--- config.mk ---
export PLATFORM = sky130hd
export DESIGN_NAME = tx_ring_dma_chunk_scheduler_core_flat
export DESIGN_NICKNAME = d
export VERILOG_FILES = /design/src/rtl/core/txr_pkg.sv /design/src/rtl/core/txr_channels.sv /design/src/rtl/core/txr_ring_ram.sv /design/src/rtl/core/tx_ring_dma_chunk_scheduler_core.sv /design/src/flat_wrapper.sv
export SDC_FILE = /design/constraint.sdc
export NUM_CORES = 2
export LEC_CHECK = 0
export ABC_AREA = 0
export BUFFER_PORTS_ARGS = -buffer_cell sky130_fd_sc_hd__buf_2
export CORE_ASPECT_RATIO = 1.2
export CORE_MARGIN = 5
export CORE_UTILIZATION = 45
export DETAILED_ROUTE_END_ITERATION = 12
export SLEW_MARGIN = 20
export SYNTH_ARGS = -nofsm -noshare
export SYNTH_HDL_FRONTEND = slang
export SYNTH_HIERARCHICAL = 1
export SYNTH_SLANG_ARGS = --single-unit
export TNS_END_PERCENT = 20
--- constraint.sdc ---
create_clock -name clock -period 9.8 [get_ports clock]
set_input_delay 1.96 -clock clock [delete_from_list [all_inputs] [get_ports clock]]
set_output_delay 1.96 -clock clock [all_outputs]
set_load 0.02 [all_outputs]
--- src/rtl/core/txr_pkg.sv ---
// ============================================================================
// txr_pkg
// Shared widths, codes and types for the transmit ring chunk scheduler.
// ============================================================================
package txr_pkg;

   localparam int RING_DEPTH = 256;
   localparam int IDX_W      = $clog2(RING_DEPTH);
   localparam int BYTE_W     = 8;
   localparam int LEN_W      = 10;
   localparam int ACT_W      = 2;
   localparam int STAT_W     = 2;

   typedef logic [IDX_W-1:0]  idx_type;
   typedef logic [BYTE_W-1:0] byte_type;

   // item actions
   localparam logic [ACT_W-1:0] ACT_BEGIN = 2'd0;
   localparam logic [ACT_W-1:0] ACT_DATA  = 2'd1;
   localparam logic [ACT_W-1:0] ACT_DONE  = 2'd2;
   localparam logic [ACT_W-1:0] ACT_FETCH = 2'd3;

   // result status codes
   localparam logic [STAT_W-1:0] STAT_OK      = 2'd0;
   localparam logic [STAT_W-1:0] STAT_PARAM   = 2'd1;
   localparam logic [STAT_W-1:0] STAT_FULL    = 2'd2;
   localparam logic [STAT_W-1:0] STAT_NO_OPEN = 2'd3;

   typedef struct packed {
      logic [STAT_W-1:0] status;
      logic              chunk_start;
      idx_type           chunk_index;
      idx_type           chunk_len;
      byte_type          fetched_byte;
      idx_type           free_space;
   } rsp_type;

endpackage

--- src/rtl/core/txr_channels.sv ---
// ============================================================================
// txr_channels
// Valid/ready channels for the request and response items.
// ============================================================================
interface txr_req_if;
   logic                        valid;
   logic                        ready;
   logic [txr_pkg::ACT_W-1:0]   action;
   logic [txr_pkg::LEN_W-1:0]   msg_len;
   logic [txr_pkg::BYTE_W-1:0]  data_byte;
   logic [txr_pkg::IDX_W-1:0]   fetch_index;

   modport source (output valid, action, msg_len, data_byte, fetch_index, input ready);
   modport sink   (input valid, action, msg_len, data_byte, fetch_index, output ready);
endinterface

interface txr_rsp_if;
   logic                        valid;
   logic                        ready;
   logic [txr_pkg::STAT_W-1:0]  status;
   logic                        chunk_start;
   logic [txr_pkg::IDX_W-1:0]   chunk_index;
   logic [txr_pkg::IDX_W-1:0]   chunk_len;
   logic [txr_pkg::BYTE_W-1:0]  fetched_byte;
   logic [txr_pkg::IDX_W-1:0]   free_space;

   modport source (output valid, status, chunk_start, chunk_index, chunk_len,
                   fetched_byte, free_space, input ready);
   modport sink   (input valid, status, chunk_start, chunk_index, chunk_len,
                   fetched_byte, free_space, output ready);
endinterface

--- src/rtl/core/txr_ring_ram.sv ---
// ============================================================================
// txr_ring_ram
// Simple dual-port synchronous RAM, one write and one registered read port.
// ============================================================================
module txr_ring_ram #(
   parameter int DEPTH = 256,
   parameter int WIDTH = 8
) (
   input  logic                     clock,
   input  logic                     wr_en,
   input  logic [$clog2(DEPTH)-1:0] wr_addr,
   input  logic [WIDTH-1:0]         wr_data,
   input  logic                     rd_en,
   input  logic [$clog2(DEPTH)-1:0] rd_addr,
   output logic [WIDTH-1:0]         rd_data
);

   logic [WIDTH-1:0] mem [DEPTH];
   logic [WIDTH-1:0] rd_data_ff;

   always_ff @(posedge clock) begin
      if (wr_en) begin
         mem[wr_addr] <= wr_data;
      end
   end

   // read data holds until the next read
   always_ff @(posedge clock) begin
      if (rd_en) begin
         rd_data_ff <= mem[rd_addr];
      end
   end

   assign rd_data = rd_data_ff;

endmodule

--- src/rtl/core/tx_ring_dma_chunk_scheduler_core.sv ---
// ============================================================================
// tx_ring_dma_chunk_scheduler_core
// Transmit byte ring with all-or-nothing message admission and DMA chunking.
// ============================================================================
// Begin, data and dma-done items are accepted whenever no fetch read is
// pending and the output register is empty or is being drained in the same
// cycle, and their result sits in the output register at the next edge. A
// fetch item waits in a pending register for the ring RAM read, then moves
// with the read byte into the output register once it is free; the request
// side stalls in the read state. Ring contents come up undefined after reset
// and need no clearing pass; pointers, message and chunk state reset to
// empty. Data bytes are written at accept, so a later fetch always sees them.
// Every item returns exactly one result; a DMA chunk is issued in the result
// of any item that leaves the engine idle with bytes queued.
// ============================================================================
module tx_ring_dma_chunk_scheduler_core (
   input  logic      clock,
   input  logic      reset,
   txr_req_if.sink   req_chan,
   txr_rsp_if.source rsp_chan
);

   localparam logic ST_IDLE = 1'b0;
   localparam logic ST_READ = 1'b1;

   logic state_ff, state_in;

   // pointer and message state
   txr_pkg::idx_type head_ff,     head_in;
   txr_pkg::idx_type tail_ff,     tail_in;
   txr_pkg::idx_type wr_idx_ff,   wr_idx_in;
   txr_pkg::idx_type remain_ff,   remain_in;
   txr_pkg::idx_type open_len_ff, open_len_in;
   txr_pkg::idx_type infl_len_ff, infl_len_in;
   logic             busy_ff,     busy_in;

   // result staging
   txr_pkg::rsp_type pend_ff, pend_in;     // fetch result awaiting RAM data
   txr_pkg::rsp_type rsp_ff,  rsp_in;
   logic             rsp_valid_ff, rsp_valid_in;

   logic             req_accept;
   logic             slot_free;
   logic             ram_we;
   logic             ram_re;
   txr_pkg::byte_type ram_rdata;
   txr_pkg::rsp_type  res;
   txr_pkg::idx_type  count_now;
   txr_pkg::idx_type  free_now;

   txr_ring_ram #(
      .DEPTH (txr_pkg::RING_DEPTH),
      .WIDTH (txr_pkg::BYTE_W)
   ) u_ring (
      .clock   (clock),
      .wr_en   (ram_we),
      .wr_addr (wr_idx_ff),
      .wr_data (req_chan.data_byte),
      .rd_en   (ram_re),
      .rd_addr (req_chan.fetch_index),
      .rd_data (ram_rdata)
   );

   // output register may take a new result this cycle
   assign slot_free      = !rsp_valid_ff || rsp_chan.ready;
   assign req_chan.ready = (state_ff == ST_IDLE) && slot_free;
   assign req_accept     = req_chan.valid && req_chan.ready;

   // queued bytes wrap modulo the ring size; one slot always kept empty
   assign count_now = head_ff - tail_ff;
   assign free_now  = ~count_now;

   always_comb begin
      head_in     = head_ff;
      tail_in     = tail_ff;
      wr_idx_in   = wr_idx_ff;
      remain_in   = remain_ff;
      open_len_in = open_len_ff;
      infl_len_in = infl_len_ff;
      busy_in     = busy_ff;
      ram_we      = 1'b0;
      ram_re      = 1'b0;
      res         = '0;

      unique case (req_chan.action)
         txr_pkg::ACT_BEGIN: begin
            if (req_chan.msg_len == '0) begin
               res.status = txr_pkg::STAT_PARAM;
            end else if (req_chan.msg_len >
                         {{(txr_pkg::LEN_W-txr_pkg::IDX_W){1'b0}}, free_now}) begin
               res.status = txr_pkg::STAT_FULL;
            end else begin
               // admitted: any open message is abandoned
               wr_idx_in   = head_ff;
               remain_in   = req_chan.msg_len[txr_pkg::IDX_W-1:0];
               open_len_in = req_chan.msg_len[txr_pkg::IDX_W-1:0];
            end
         end
         txr_pkg::ACT_DATA: begin
            if (remain_ff == '0) begin
               res.status = txr_pkg::STAT_NO_OPEN;
            end else begin
               ram_we    = req_accept;
               wr_idx_in = wr_idx_ff + 1'b1;
               remain_in = remain_ff - 1'b1;
               if (remain_ff == txr_pkg::IDX_W'(1)) begin
                  // last byte commits the whole message
                  head_in     = head_ff + open_len_ff;
                  open_len_in = '0;
               end
            end
         end
         txr_pkg::ACT_DONE: begin
            if (busy_ff) begin
               tail_in     = tail_ff + infl_len_ff;
               infl_len_in = '0;
               busy_in     = 1'b0;
            end
         end
         txr_pkg::ACT_FETCH: begin
            ram_re = req_accept;
         end
         default: begin
         end
      endcase

      // chunk issue on the post-action state
      if (!busy_in && (head_in != tail_in)) begin
         res.chunk_start = 1'b1;
         res.chunk_index = tail_in;
         // up to the head, or up to the end of the ring on wrap
         res.chunk_len   = (head_in > tail_in) ? (head_in - tail_in) : (~tail_in + 1'b1);
         infl_len_in     = res.chunk_len;
         busy_in         = 1'b1;
      end

      res.free_space = ~(head_in - tail_in);
   end

   // result path: fetch results wait in the pending register for the RAM read
   always_comb begin
      state_in     = state_ff;
      pend_in      = pend_ff;
      rsp_in       = rsp_ff;
      rsp_valid_in = rsp_valid_ff && !rsp_chan.ready;

      unique case (state_ff)
         ST_IDLE: begin
            if (req_accept) begin
               if (req_chan.action == txr_pkg::ACT_FETCH) begin
                  pend_in  = res;
                  state_in = ST_READ;
               end else begin
                  rsp_in       = res;
                  rsp_valid_in = 1'b1;
               end
            end
         end
         ST_READ: begin
            if (slot_free) begin
               rsp_in              = pend_ff;
               rsp_in.fetched_byte = ram_rdata;
               rsp_valid_in        = 1'b1;
               state_in            = ST_IDLE;
            end
         end
         default: begin
            state_in = ST_IDLE;
         end
      endcase
   end

   always_ff @(posedge clock) begin
      if (reset) begin
         state_ff     <= ST_IDLE;
         rsp_valid_ff <= 1'b0;
         head_ff      <= '0;
         tail_ff      <= '0;
         wr_idx_ff    <= '0;
         remain_ff    <= '0;
         open_len_ff  <= '0;
         infl_len_ff  <= '0;
         busy_ff      <= 1'b0;
      end else begin
         state_ff     <= state_in;
         rsp_valid_ff <= rsp_valid_in;
         if (req_accept) begin
            head_ff     <= head_in;
            tail_ff     <= tail_in;
            wr_idx_ff   <= wr_idx_in;
            remain_ff   <= remain_in;
            open_len_ff <= open_len_in;
            infl_len_ff <= infl_len_in;
            busy_ff     <= busy_in;
         end
      end
   end

   always_ff @(posedge clock) begin
      pend_ff <= pend_in;
      rsp_ff  <= rsp_in;
   end

   assign rsp_chan.valid        = rsp_valid_ff;
   assign rsp_chan.status       = rsp_ff.status;
   assign rsp_chan.chunk_start  = rsp_ff.chunk_start;
   assign rsp_chan.chunk_index  = rsp_ff.chunk_index;
   assign rsp_chan.chunk_len    = rsp_ff.chunk_len;
   assign rsp_chan.fetched_byte = rsp_ff.fetched_byte;
   assign rsp_chan.free_space   = rsp_ff.free_space;

endmodule

--- src/flat_wrapper.sv ---
// flat-port wrapper written by rule: the top's interface ports become plain ports
module tx_ring_dma_chunk_scheduler_core_flat 
  (clock, reset, req_chan_valid, req_chan_action, req_chan_msg_len, req_chan_data_byte, req_chan_fetch_index, req_chan_ready, rsp_chan_valid, rsp_chan_status, rsp_chan_chunk_start, rsp_chan_chunk_index, rsp_chan_chunk_len, rsp_chan_fetched_byte, rsp_chan_free_space, rsp_chan_ready);
  txr_req_if req_chan_i ();
  txr_rsp_if rsp_chan_i ();
  input  logic clock;
  input  logic reset;
  input wire logic [$bits(req_chan_i.valid)-1:0] req_chan_valid;
  input wire logic [$bits(req_chan_i.action)-1:0] req_chan_action;
  input wire logic [$bits(req_chan_i.msg_len)-1:0] req_chan_msg_len;
  input wire logic [$bits(req_chan_i.data_byte)-1:0] req_chan_data_byte;
  input wire logic [$bits(req_chan_i.fetch_index)-1:0] req_chan_fetch_index;
  output wire logic [$bits(req_chan_i.ready)-1:0] req_chan_ready;
  output wire logic [$bits(rsp_chan_i.valid)-1:0] rsp_chan_valid;
  output wire logic [$bits(rsp_chan_i.status)-1:0] rsp_chan_status;
  output wire logic [$bits(rsp_chan_i.chunk_start)-1:0] rsp_chan_chunk_start;
  output wire logic [$bits(rsp_chan_i.chunk_index)-1:0] rsp_chan_chunk_index;
  output wire logic [$bits(rsp_chan_i.chunk_len)-1:0] rsp_chan_chunk_len;
  output wire logic [$bits(rsp_chan_i.fetched_byte)-1:0] rsp_chan_fetched_byte;
  output wire logic [$bits(rsp_chan_i.free_space)-1:0] rsp_chan_free_space;
  input wire logic [$bits(rsp_chan_i.ready)-1:0] rsp_chan_ready;
  assign req_chan_i.valid = req_chan_valid;
  assign req_chan_i.action = req_chan_action;
  assign req_chan_i.msg_len = req_chan_msg_len;
  assign req_chan_i.data_byte = req_chan_data_byte;
  assign req_chan_i.fetch_index = req_chan_fetch_index;
  assign req_chan_ready = req_chan_i.ready;
  assign rsp_chan_valid = rsp_chan_i.valid;
  assign rsp_chan_status = rsp_chan_i.status;
  assign rsp_chan_chunk_start = rsp_chan_i.chunk_start;
  assign rsp_chan_chunk_index = rsp_chan_i.chunk_index;
  assign rsp_chan_chunk_len = rsp_chan_i.chunk_len;
  assign rsp_chan_fetched_byte = rsp_chan_i.fetched_byte;
  assign rsp_chan_free_space = rsp_chan_i.free_space;
  assign rsp_chan_i.ready = rsp_chan_ready;
  tx_ring_dma_chunk_scheduler_core u_core (.clock(clock), .reset(reset), .req_chan(req_chan_i), .rsp_chan(rsp_chan_i));
endmodule
==> summary.md <==
| Metric | Value |
|---|---|
| Slew Limit Fails | `0` |
| Sum Neg Setup Slack | `0 ns` |
| # DRC | `0` |
| Via count | `43,700` |
| Yosys reg bits | `2,169` |
| Synth Flop Type | `edfxtp_1` |
| Slowest CP cell | `nand2_1` |
| DPL Wire Length | `135,000 um` |
| CTS Sinks | `2,169` |
| Total wire length | `217,000 um` |
| RSZ-0062 raised after global routing | `false` |
| Fin crit share | `0.568` |
| NetSw | `0.00420 W` |
| Initial Util | `0.451` |
| Worst path max stage delay | `0.81 ns` |
| Critical Path RT | `10.36 ns` |
| Max cap viols | `0` |
| Combinational share of power | `0.063` |
| Clock Skew | `0.0329 ns` |
| Number of synthesized flops with an enable pin | `2,118` |
| Postcts setup bufs | `0` |
| GRT Overall Usage | `0.216` |
| Initial antenna violation count | `6` |
| # nets final | `4,635` |
| Net Sw Frac | `0.220` |
| Worst path cell trace | `buf_2 > nand3b_1 > or3_1 > o31a_1 > a211oi_4 > ha_1 > nand4_1 > or2_2 > nand2_1 > nor2_1 > a32oi_1 > o211ai_1` |
| Arrival time at the worst endpoint | `6.12 ns` |
| Clock Latency Late Sink | `0.85 ns` |
| Port-buffer cells | `68` |
| CP max FO | `29` |
| Die height | `490 um` |
| Startpoint Class | `primary input` |
| Die Area | `0.201 mm^2` |
| Layout cells sized above 1 | `0.204` |
| Internal power | `0.0149 W` |
| Status | `completed` |
| Placeable Area | `0.191 mm^2` |
| Vias in the first global route | `44,700` |
| Post-synthesis cell count | `4,454` |
| Buffers and inverters on the worst path | `1` |
| Netlist Area Pre-Place | `0.0864 mm^2` |
| Routed WL per cell | `30.0 um` |
| CTS tree | `yes` |
| Vias per cell | `6.05` |
| Total grt overflow | `0` |
| Yosys warns | `6` |
| Mapped Nets | `4,533` |
| Final min period | `5.57 ns` |
| Area delta synth->final | `10.8%` |
| RD Place Congestion | `0.866` |
| DRT iter0 DRCs | `4,519` |
| Type of the most critical hold path | `register to register` |
| Syn avg cell area | `19.4 um^2` |
| Total CTS buffers | `204` |
| Relative slew slack | `0.239` |
| Final hold viol count | `0` |
| Worst Tran Pin Value | `1.14 ns` |
| CTS Hold Bufs | `0` |
| VDD IR-drop max | `0.000161 V` |
| Final Non-Filler Cells | `7,221` |
| First-pass GRT wire length | `316,000 um` |
| Seq pwr share | `0.538` |
| Inst Count DP | `6,841` |
| PD cells | `199 mW/mm^2` |
| Max Fclk | `180 MHz` |
| Max clock buf depth | `3` |
| Pin count of the biggest net entering global routing | `151` |
| Final setup viols | `0` |
| Clk network pwr share | `0.399` |
| Setup Crit Path Kind | `primary input to register` |
| Worst setup EP type | `register` |
| Width of the die | `410 um` |
| Top delay family on crit path | `simple AND/OR/NAND/NOR gates` |
| CTS H-tree lvls | `4` |
| Clock root cell | `clkbuf_16` |
| Async SR Flop Fraction | `0` |
| Sequential-to-total area share from yosys stat | `0.748` |
| Worst-path clk slew | `0.07 ns` |
| First drt pass iteration count | `5` |
| Post-route antenna net violation count | `0` |
| # resized after CTS | `0` |
| Library cells used by synthesis | `84` |
| Final Power | `0.0191 W` |
| Rows | `176` |
| Leakage power | `29.7 nW` |
| IO Pins | `69` |
==> state kept, by name, indices dropped and copies added (netlist names) <==
name and count:
u_core/head_ff 8, u_core/remain_ff 8, u_core/rsp_chan.status 2, u_core/state_ff 1
u_core/busy_ff 1, u_core/rsp_chan.chunk_start 1, u_core/infl_len_ff 8, u_core/rsp_chan.free_space 8
u_core/tail_ff 8, u_core/rsp_chan.valid 1, u_core/u_ring/mem 2048, u_core/rsp_chan.fetched_byte 8
u_core/rsp_chan.chunk_index 8, u_core/u_ring/rd_data 8, u_core/rsp_chan.chunk_len 8, u_core/pend_ff 27
u_core/open_len_ff 8, u_core/wr_idx_ff 8
==> power by group through the flow <==
stage / clock [W] / combinational [W] / sequential [W]
2_1_floorplan: 0 / 0.000695 / 0.0105
3_3_place_gp: 0 / 0.00119 / 0.0105
3_5_place_dp: 0 / 0.00121 / 0.0105
4_1_cts: 0.00775 / 0.00121 / 0.0103
5_1_grt: 0.00815 / 0.00128 / 0.0103
6_report: 0.00760 / 0.00120 / 0.0103
==> metrics by stage <==
| step | area, um^2 | hold WS [ns] | utilization | setup slack, ns |
|---|---|---|---|---|
| after detailed placement | 89300 | 0.477 | 0.467 | 3.45 |
| after floorplan | 86400 | 0.429 | - | 4.97 |
| after global routing | 95700 | 0.506 | 0.500 | 3.99 |
| after global placement | 89200 | 0.468 | 0.466 | 3.24 |
| after CTS | 95700 | 0.487 | 0.500 | 4.37 |
| final | 95700 | 0.490 | 0.500 | 4.23 |
==> layout by cell type, fill, tap and decap left out, drive strengths merged, types with 6 or more instances in the layout <==
cell,instances
o21a,7
or3,6
nand4,16
a21o,6
nor2,355
xor2,8
inv,42
o221ai,49
a21oi,153
nand2b,17
a22oi,133
buf,163
o32ai,9
mux2,12
a221oi,15
a22o,14
clkbuf,260
edfxtp,2118
nand2,115
a31oi,8
o211ai,16
o31ai,14
and2,18
clkinvlp,8
mux2i,146
a211oi,27
dfxtp,51
xnor2,20
ha,43
or2,10
o21ai,51
a2111oi,7
clkinv,86
o22ai,31
bufinv,12
nor2b,38
nor4,32
nand3,56
nor3,40
mux4,456
==> synth_stat cells, types with 29 or more instances <==
| library cell | n | share of area |
|---|---|---|
| a21oi_1 | 153 | 0.0089 |
| a22oi_1 | 133 | 0.012 |
| buf_2 | 35 | 0.0020 |
| clkbuf_1 | 135 | 0.0059 |
| dfxtp_1 | 51 | 0.012 |
| edfxtp_1 | 2118 | 0.74 |
| ha_1 | 43 | 0.0062 |
| inv_1 | 32 | 0.0014 |
| mux2i_1 | 145 | 0.017 |
| mux4_2 | 454 | 0.12 |
| nand2_1 | 115 | 0.0050 |
| nand3_1 | 56 | 0.0032 |
| nor2_1 | 355 | 0.015 |
| nor2b_1 | 38 | 0.0028 |
| nor3_1 | 38 | 0.0022 |
| nor4_1 | 29 | 0.0021 |
| o21ai_0 | 47 | 0.0027 |
| o221ai_1 | 48 | 0.0049 |
| o22ai_1 | 31 | 0.0022 |
==> area by class of cell <==
| class | instances | area [um^2] |
|---|---|---|
| clock buffers | 260 | 5410 |
| inverters | 33 | 124 |
| clock inverters | 115 | 962 |
| fillers | 15400 | 95700 |
| flip-flops and latches | 2169 | 64600 |
| diodes | 4 | 10.0 |
| repair buffers | 163 | 1280 |
| multi-input cells | 1985 | 20200 |
| well taps | 2492 | 3120 |
==> worst reg2reg max path: cells and delay by family (launching register included) <==
kind | cells | cell delay, ns
AND/OR/NAND/NOR | 4 | 3.14
buffers and inverters | 3 | 1.38
flip-flops | 1 | 0.30
==> metal layers <==
layer	global-route usage	up-vias	part of all wire
li1	-	18500	-
met1	0.278	23200	0.39
met2	0.377	1643	0.52
met3	0.0372	341	0.064
met4	0.0669	2	0.032
met5	0	-	0.000060
==> path summary, 6_finish.rpt <==
check / endpoint / startpoint / cells past startpoint / slack, ns
setup / recovery: u_core/rsp_chan.chunk_len[7]$_DFFE_PP_ / req_chan_action[0] / 12 / 4.23
hold / removal: u_core/infl_len_ff[5]$_SDFFE_PP0P_ / u_core/infl_len_ff[5]$_SDFFE_PP0P_ / 2 / 0.49
setup reg to reg: u_core/u_ring/mem[55][7]$_DFFE_PP_ / u_core/state_ff$_SDFF_PP0_ / 7 / 4.60
hold reg to reg: u_core/infl_len_ff[5]$_SDFFE_PP0P_ / u_core/infl_len_ff[5]$_SDFFE_PP0P_ / 2 / 0.49
==> logic make-up (layout without fill, tap and decap cells) <==
family / after synthesis / in the layout / share of synthesized area
and+or+nand+nor: 726 / 726 / 0.0384
other: 0 / 4 / 0
AOI/OAI and AO/OA: 570 / 570 / 0.0458
xor gates and xnor gates: 28 / 28 / 0.00284
DFF: 2169 / 2169 / 0.748
adders and majority gates: 47 / 47 / 0.00716
muxes: 614 / 614 / 0.138
buffers and inverters: 300 / 571 / 0.0198
Note: power is estimated with default switching activity, not from simulation.
